`config.mk`:
```
export PLATFORM = sky130hd
export DESIGN_NAME = matrix_spiral_reorder
export DESIGN_NICKNAME = d
export VERILOG_FILES = /design/src/msr_pkg.sv /design/src/matrix_spiral_reorder.sv
export SDC_FILE = /design/constraint.sdc
export NUM_CORES = 2
export LEC_CHECK = 0
export BUFFER_PORTS_ARGS = -buffer_cell sky130_fd_sc_hd__buf_2
export CORE_ASPECT_RATIO = 1.2
export CORE_UTILIZATION = 45
export CTS_BUF_LIST = sky130_fd_sc_hd__clkbuf_2
export DETAILED_ROUTE_END_ITERATION = 10
export PLACE_DENSITY_LB_ADDON = 0.08
export SKIP_CTS_REPAIR_TIMING = 1
export SYNTH_ARGS = -nofsm -noshare
export SYNTH_HDL_FRONTEND = slang
export SYNTH_SLANG_ARGS = --single-unit
```
`constraint.sdc`:
```
create_clock -name clk -period 5.7 [get_ports clk]
set_input_delay 0.57 -clock clk [delete_from_list [all_inputs] [get_ports clk]]
set_output_delay 0.57 -clock clk [all_outputs]
set_load 0.1 [all_outputs]
```
`src/msr_pkg.sv`:
```
package msr_pkg;

	// Largest matrix side and the store depth that follows from it.
	localparam int MaxDim     = 8;
	localparam int StoreDepth = MaxDim * MaxDim;
	localparam int IdxW       = $clog2(MaxDim);
	localparam int AddrW      = $clog2(StoreDepth);
	localparam int DimW       = 4;
	localparam int CountW     = 7;
	localparam int DataW      = 32;
	localparam int OutDataW   = 40;

	// Configuration register indexes.
	typedef enum logic [1:0] {
		REG_ROWS = 2'd0,
		REG_COLS = 2'd1,
		REG_MODE = 2'd2
	} reg_idx_t;

	// Output order codes; the unused code behaves as row-wise.
	typedef enum logic [1:0] {
		MODE_ROW    = 2'd0,
		MODE_COL    = 2'd1,
		MODE_SPIRAL = 2'd2
	} order_mode_t;

	// Sequencer states.
	typedef enum logic [1:0] {
		ST_LOAD,
		ST_READ,
		ST_SEND
	} state_t;

	// Current leg of the spiral walk.
	typedef enum logic [1:0] {
		DIR_RIGHT,
		DIR_DOWN,
		DIR_LEFT,
		DIR_UP
	} dir_t;

	// Effective dimension: zero acts as one, anything above MaxDim saturates.
	function automatic logic [DimW-1:0] eff_dim(input logic [DimW-1:0] v);
		logic [DimW-1:0] res;
		if (v == '0) begin
			res = DimW'(1);
		end else if (v > DimW'(MaxDim)) begin
			res = DimW'(MaxDim);
		end else begin
			res = v;
		end
		return res;
	endfunction

endpackage

```
`src/matrix_spiral_reorder.sv`:
```
// Matrix reorder buffer.
// Elements arrive on the s_axis stream in row-major order, one word each.
// When rows*cols words have been taken, the input closes (s_axis_tready low)
// and every stored element leaves on the m_axis stream in the order set by
// the mode register: row-wise, column-wise or clockwise spiral from the
// outer ring inward. Each output word carries the value, its row and its
// column; tlast marks the final word of the matrix. The input then reopens
// for the next matrix.
// After the last input word, a read state registers the store read and a
// send state then offers the word; each later word repeats the read and
// send states. When the receiver stalls, the output word holds and the walk
// waits. The cfg channel writes rows (index 0), cols (index 1) and the mode
// (index 2); it is always ready. It is to be used only while the block is
// idle; the block itself does not enforce this. Writing rows or cols
// discards a partly loaded matrix.
// Reset sets rows and cols to 8, the mode to spiral and the load count to
// zero. The element store holds no reset value; every word read out has
// been written during the current load.
module matrix_spiral_reorder import msr_pkg::*; (
	input  logic                clk,
	input  logic                arst_n,
	// Configuration write channel.
	input  logic                cfg_valid,
	output logic                cfg_ready,
	input  logic [1:0]          cfg_index,
	input  logic [DimW-1:0]     cfg_data,
	// Input stream.
	input  logic                s_axis_tvalid,
	output logic                s_axis_tready,
	input  logic [DataW-1:0]    s_axis_tdata,  // element[31:0]
	// Output stream.
	output logic                m_axis_tvalid,
	input  logic                m_axis_tready,
	output logic [OutDataW-1:0] m_axis_tdata,  // out_value[31:0], out_row[34:32],
	                                            // out_col[37:35], zero fill[39:38]
	output logic                m_axis_tlast   // out_last
);

	// Configuration registers.
	logic [DimW-1:0] rows_q;
	logic [DimW-1:0] cols_q;
	logic [1:0]      mode_q;

	// Control state.
	state_t            state_q, state_n;
	logic [CountW-1:0] load_count_q;
	logic [IdxW-1:0]   r_q, c_q, r_n, c_n;
	logic [IdxW-1:0]   top_q, bot_q, left_q, right_q;
	logic [IdxW-1:0]   top_n, bot_n, left_n, right_n;
	dir_t              dir_q, dir_n;
	logic [AddrW-1:0]  idx_q;

	// Element store and its registered read port.
	logic [DataW-1:0] mem [StoreDepth];
	logic [DataW-1:0] rd_data_q;

	logic [DimW-1:0]   nr_eff, nc_eff;
	logic [IdxW-1:0]   last_row, last_col;
	logic [CountW-1:0] total;
	logic [CountW-1:0] addr_full;
	logic [AddrW-1:0]  rd_addr;
	logic              s_fire, m_fire, cfg_fire, last_word, load_done;

	// Effective shape and derived values.
	assign nr_eff    = eff_dim(rows_q);
	assign nc_eff    = eff_dim(cols_q);
	assign last_row  = IdxW'(nr_eff - DimW'(1));
	assign last_col  = IdxW'(nc_eff - DimW'(1));
	assign total     = CountW'(nr_eff) * CountW'(nc_eff);
	assign addr_full = CountW'(r_q) * CountW'(nc_eff) + CountW'(c_q);
	assign rd_addr   = addr_full[AddrW-1:0];

	assign cfg_ready = 1'b1;
	assign cfg_fire  = cfg_valid & cfg_ready;
	assign s_fire    = s_axis_tvalid & s_axis_tready;
	assign m_fire    = m_axis_tvalid & m_axis_tready;
	assign load_done = (load_count_q + CountW'(1)) >= total;
	assign last_word = ({1'b0, idx_q} == (total - CountW'(1)));

	assign m_axis_tdata = {2'b00, c_q, r_q, rd_data_q};
	assign m_axis_tlast = last_word;

	// Configuration writes; unknown indexes are ignored.
	always_ff @(posedge clk or negedge arst_n) begin
		if (!arst_n) begin
			rows_q <= DimW'(MaxDim);
			cols_q <= DimW'(MaxDim);
			mode_q <= MODE_SPIRAL;
		end else if (cfg_fire) begin
			if (cfg_index == REG_ROWS) begin
				rows_q <= cfg_data;
			end
			if (cfg_index == REG_COLS) begin
				cols_q <= cfg_data;
			end
			if (cfg_index == REG_MODE) begin
				mode_q <= cfg_data[1:0];
			end
		end
	end

	// Store write on each accepted word, registered read ahead of each send.
	always_ff @(posedge clk) begin
		if (s_fire) begin
			mem[load_count_q[AddrW-1:0]] <= s_axis_tdata;
		end
		if (state_q == ST_READ) begin
			rd_data_q <= mem[rd_addr];
		end
	end

	// Next position of the walk for the selected order.
	always_comb begin
		r_n     = r_q;
		c_n     = c_q;
		top_n   = top_q;
		bot_n   = bot_q;
		left_n  = left_q;
		right_n = right_q;
		dir_n   = dir_q;
		unique case (mode_q)
			MODE_COL: begin
				if (r_q == last_row) begin
					r_n = '0;
					c_n = c_q + IdxW'(1);
				end else begin
					r_n = r_q + IdxW'(1);
				end
			end
			MODE_SPIRAL: begin
				// Turn at the end of each leg and pull in that edge.
				unique case (dir_q)
					DIR_RIGHT: begin
						if (c_q == right_q) begin
							top_n = top_q + IdxW'(1);
							r_n   = r_q + IdxW'(1);
							dir_n = DIR_DOWN;
						end else begin
							c_n = c_q + IdxW'(1);
						end
					end
					DIR_DOWN: begin
						if (r_q == bot_q) begin
							right_n = right_q - IdxW'(1);
							c_n     = c_q - IdxW'(1);
							dir_n   = DIR_LEFT;
						end else begin
							r_n = r_q + IdxW'(1);
						end
					end
					DIR_LEFT: begin
						if (c_q == left_q) begin
							bot_n = bot_q - IdxW'(1);
							r_n   = r_q - IdxW'(1);
							dir_n = DIR_UP;
						end else begin
							c_n = c_q - IdxW'(1);
						end
					end
					DIR_UP: begin
						if (r_q == top_q) begin
							left_n = left_q + IdxW'(1);
							c_n    = c_q + IdxW'(1);
							dir_n  = DIR_RIGHT;
						end else begin
							r_n = r_q - IdxW'(1);
						end
					end
					default: begin
						dir_n = DIR_RIGHT;
					end
				endcase
			end
			default: begin
				if (c_q == last_col) begin
					c_n = '0;
					r_n = r_q + IdxW'(1);
				end else begin
					c_n = c_q + IdxW'(1);
				end
			end
		endcase
	end

	// Sequencer next state and handshake outputs.
	always_comb begin
		state_n       = state_q;
		s_axis_tready = 1'b0;
		m_axis_tvalid = 1'b0;
		unique case (state_q)
			ST_LOAD: begin
				s_axis_tready = 1'b1;
				if (s_axis_tvalid && load_done) begin
					state_n = ST_READ;
				end
			end
			ST_READ: begin
				state_n = ST_SEND;
			end
			ST_SEND: begin
				m_axis_tvalid = 1'b1;
				if (m_axis_tready) begin
					state_n = last_word ? ST_LOAD : ST_READ;
				end
			end
			default: begin
				state_n = ST_LOAD;
			end
		endcase
	end

	always_ff @(posedge clk or negedge arst_n) begin
		if (!arst_n) begin
			state_q <= ST_LOAD;
		end else begin
			state_q <= state_n;
		end
	end

	// Load count and walk registers.
	always_ff @(posedge clk or negedge arst_n) begin
		if (!arst_n) begin
			load_count_q <= '0;
			r_q          <= '0;
			c_q          <= '0;
			top_q        <= '0;
			bot_q        <= '0;
			left_q       <= '0;
			right_q      <= '0;
			dir_q        <= DIR_RIGHT;
			idx_q        <= '0;
		end else if (cfg_fire && (cfg_index == REG_ROWS || cfg_index == REG_COLS)) begin
			load_count_q <= '0;
		end else if (s_fire) begin
			if (load_done) begin
				// Matrix complete: start the walk at the top left corner.
				load_count_q <= '0;
				r_q          <= '0;
				c_q          <= '0;
				top_q        <= '0;
				bot_q        <= last_row;
				left_q       <= '0;
				right_q      <= last_col;
				dir_q        <= DIR_RIGHT;
				idx_q        <= '0;
			end else begin
				load_count_q <= load_count_q + CountW'(1);
			end
		end else if (m_fire) begin
			r_q     <= r_n;
			c_q     <= c_n;
			top_q   <= top_n;
			bot_q   <= bot_n;
			left_q  <= left_n;
			right_q <= right_n;
			dir_q   <= dir_n;
			idx_q   <= idx_q + AddrW'(1);
		end
	end

endmodule

```
==> flow_summary.ini <==
[status]
status = finished with violations
violations = negative setup slack

[critical_path]
crit_chain = inv_4 -> or3_4 -> fa_1 -> inv_1 -> fa_1 -> ha_1 -> a21o_1 -> a21oi_4 -> xor2_2 -> and3_1 -> xor2_1 -> nand3_1 -> nor2_4 -> buf_12
cp_slowest_stage_delay_ns = 0.60
slowest_stage = dfstp_2
ff2ff_path_depth = 13
arrival_ns = 5.64
path_buf_inv = 3
crit_required_ns = 5.13
end_kind = output pin
path_class = flip-flop to output pin
crit_top_cell = fa_1
cp_num_cells = 14
cp_max_fo = 9
critical-path-top-delay-family = adder cells
startpoint_type = flip-flop

[clock_tree]
clkTransAtPathRegs_ns = 0.11
clock-sinks = 2125
worstSkewPairLatency_ns = 1.80
cts_tree = done
cts_buffers = 546
root_buffer = clkbuf_2
cts_buffer_depth = 4
htree_levels = 6

[grt]
grt-ovfl-total = 0
first_global_vias = 44680
grt_use_total_pct = 25.80
grt_pass1_wl_um = 335100
antenna_found_initial = 18
grt_max_degree = 89

[floorplanning]
io_pins = 87
initial_core_util_pct = 45.39
die_h_um = 473.1
core_area_um2 = 183400
rows = 172
die-area_um2 = 186700
die_width_um = 394.6

[synth]
ys_async_sr_fraction_pct = 2.118
synth_edf_count = 2080
ys_top_cells_by_area = edfxtp_1, mux4_2, mux2i_1, dfrtp_1, nand2_1
ys_warn_count = 0
synth_ff_type = edfxtp_1
yosysTopAreaCell = edfxtp_1
synth_cells = 3826
syn_area_um2 = 83230
synthDistinctLibCells = 81
synth_seq_cells = 2125
yosysSeqAreaShare_pct = 76.40
synth.avg_cell_area_um2 = 21.75
synth_top_area_share_pct = 75.04

[drt]
wl_um = 239000
route.vias.total = 43010
drcViolationCount = 0
routedWlPerCell_um = 32.71
drtIter0Drc = 3836
post_drt_via_cell_ratio = 5.885
dr.pass1.iters = 5
postRouteAntennaNets = 0

[timing]
fin_setup_tns_ns = -0.5104
timing.final.crit_share_pct = 109.0
setup_slack_ns = -0.5104
slew_headroom_pct = 11.78
slew_viol_final = 0
layout_min_cycle_time_ns = 6.210
tightest_slew_ns = 1.320
max_freq_mhz = 161.0
worst_clock_skew_ns = 0.1172
hold_violations = 0
rsz0062_at_grt = yes
setup_violations = 1

[hold_path]
hold_depth = 2
hold_path_class = primary input to flip-flop

[finish]
fin_cells = 7308
n_fill_cell = 15100
drive_gt1_share_pct = 35.65
final_cell_mix = edfxtp_1, clkbuf_2, mux4_2
final_common_cell = edfxtp_1
multi_input_area_um2 = 19160
nets = 4649
regArea_um2 = 63590
syn_to_final_growth_pct = 12.40

[place]
place_congestion = 0.7842
port_buffers = 83
dp.cells = 6361
dp_hpwl_um = 138700

[flow_run]
drv_cap = 0

[power_and_ir_drop]
irDropWorstVdd_mv = 0.4417
power_density_nw_per_um2 = 476.7
total_power_uw = 44600
p_leak_uw = 0.03156
==> worst register-to-register path: stages (launching register included) <==
cell	delay [ns]
dfstp_2	0.60
buf_4	0.13
nor2b_1	0.06
inv_1	0.15
nor2_1	0.08
fa_1	0.50
inv_1	0.05
fa_1	0.48
fa_4	1.06
buf_12	0.50
mux4_2	0.41
nand2_1	0.06
a32oi_1	0.79
and4_1	0.30
==> path summary, 6_finish.rpt <==
check                             endpoint              from  slack (ns)
max                           m_axis_tlast         cols_q[3]       -0.51
min                            mem[23][14]  s_axis_tdata[14]        0.11
max reg2reg                  rd_data_q[16]         cols_q[3]        0.33
min reg2reg                load_count_q[6]   load_count_q[6]        0.51
max in group asynchronous         idx_q[5]            arst_n        5.00
min in group asynchronous        mode_q[1]            arst_n        0.38
==> per-layer routing <==
| layer | global-route usage (%) | wire length [um] | vias up |
|---|---|---|---|
| li1 | - | - | 17710 |
| met1 | 35.03 | 97840 | 23170 |
| met2 | 42.45 | 118900 | 1808 |
| met3 | 5.359 | 17530 | 312 |
| met4 | 6.994 | 4737 | 0 |
| met5 | 0 | 0 | - |
==> flip-flops by register name (all words and copies together) (netlist names), 4 cells and up <==
name / count
cols_q: 4
idx_q: 6
load_count_q: 7
mem: 2048
rd_data_q: 32
rows_q: 4
==> where the power goes <==
| group | switching (uW) | internal (uW) | leakage, uW |
|---|---|---|---|
| registers | 395 | 17700 | 0.0193 |
| clock network | 5910 | 3630 | 0.00341 |
| logic | 9500 | 7500 | 0.00887 |
==> layout make-up <==
cell class                      instances  area share (%)
Sequential cell                      2125           67.97
Multi-Input combinational cell       1462           20.48
Clock buffer                          765           4.092
Timing Repair Buffer                  377           3.552
Tap cell                             2436           3.258
Clock inverter                         94          0.4614
Inverter                               41          0.1672
Antenna cell                            8         0.02140
==> Yosys cell counts (all sizes together) (3+ instances only) <==
cell type / count
nand3: 21
inv: 40
or2: 3
a21o: 8
or3: 8
nor2: 117
nand2: 174
xor2: 22
o21bai: 3
o22ai: 7
mux2i: 170
xnor2: 30
a32oi: 53
mux4: 521
a221oi: 4
edfxtp: 2080
nand2b: 10
dfstp: 3
mux2: 11
nor2b: 15
nor3b: 3
o21ai: 18
a211oi: 11
and2: 6
nand4: 3
a31oi: 4
buf: 118
a32o: 9
and4: 26
dfrtp: 42
a22oi: 57
o211ai: 4
and3: 11
clkbuf: 81
a21oi: 37
ha: 45
fa: 8
o22a: 4
nor3: 14
==> kinds of logic after synthesis <==
family                   after synthesis  share of synthesized area, %
flip-flops                          2125                         76.40
multiplexers                         702                         16.29
AND/OR/NAND/NOR                      415                         2.347
AO/OA/AOI/OAI                        235                         2.123
XOR/XNOR                              53                        0.6103
buffers and inverters                240                         1.335
other                                  2                      0.009023
adder cells (fa/ha/maj)               54                        0.8854
==> per-stage QoR <==
step	hold slack [ns]	util (%)	instance area, um2	setup WS [ns]
final	0.1067	51.02	93550	-0.5104
after global placement	0.4972	48.22	88420	0.2407
after CTS	-1.250	50.54	92680	-1.261
after detailed placement	0.5047	48.22	88420	0.2814
after global routing	-0.02852	51.02	93550	-0.9364
after floorplan	0.2744	-	83240	0.5042
Note: power is estimated with default switching activity, not from simulation.
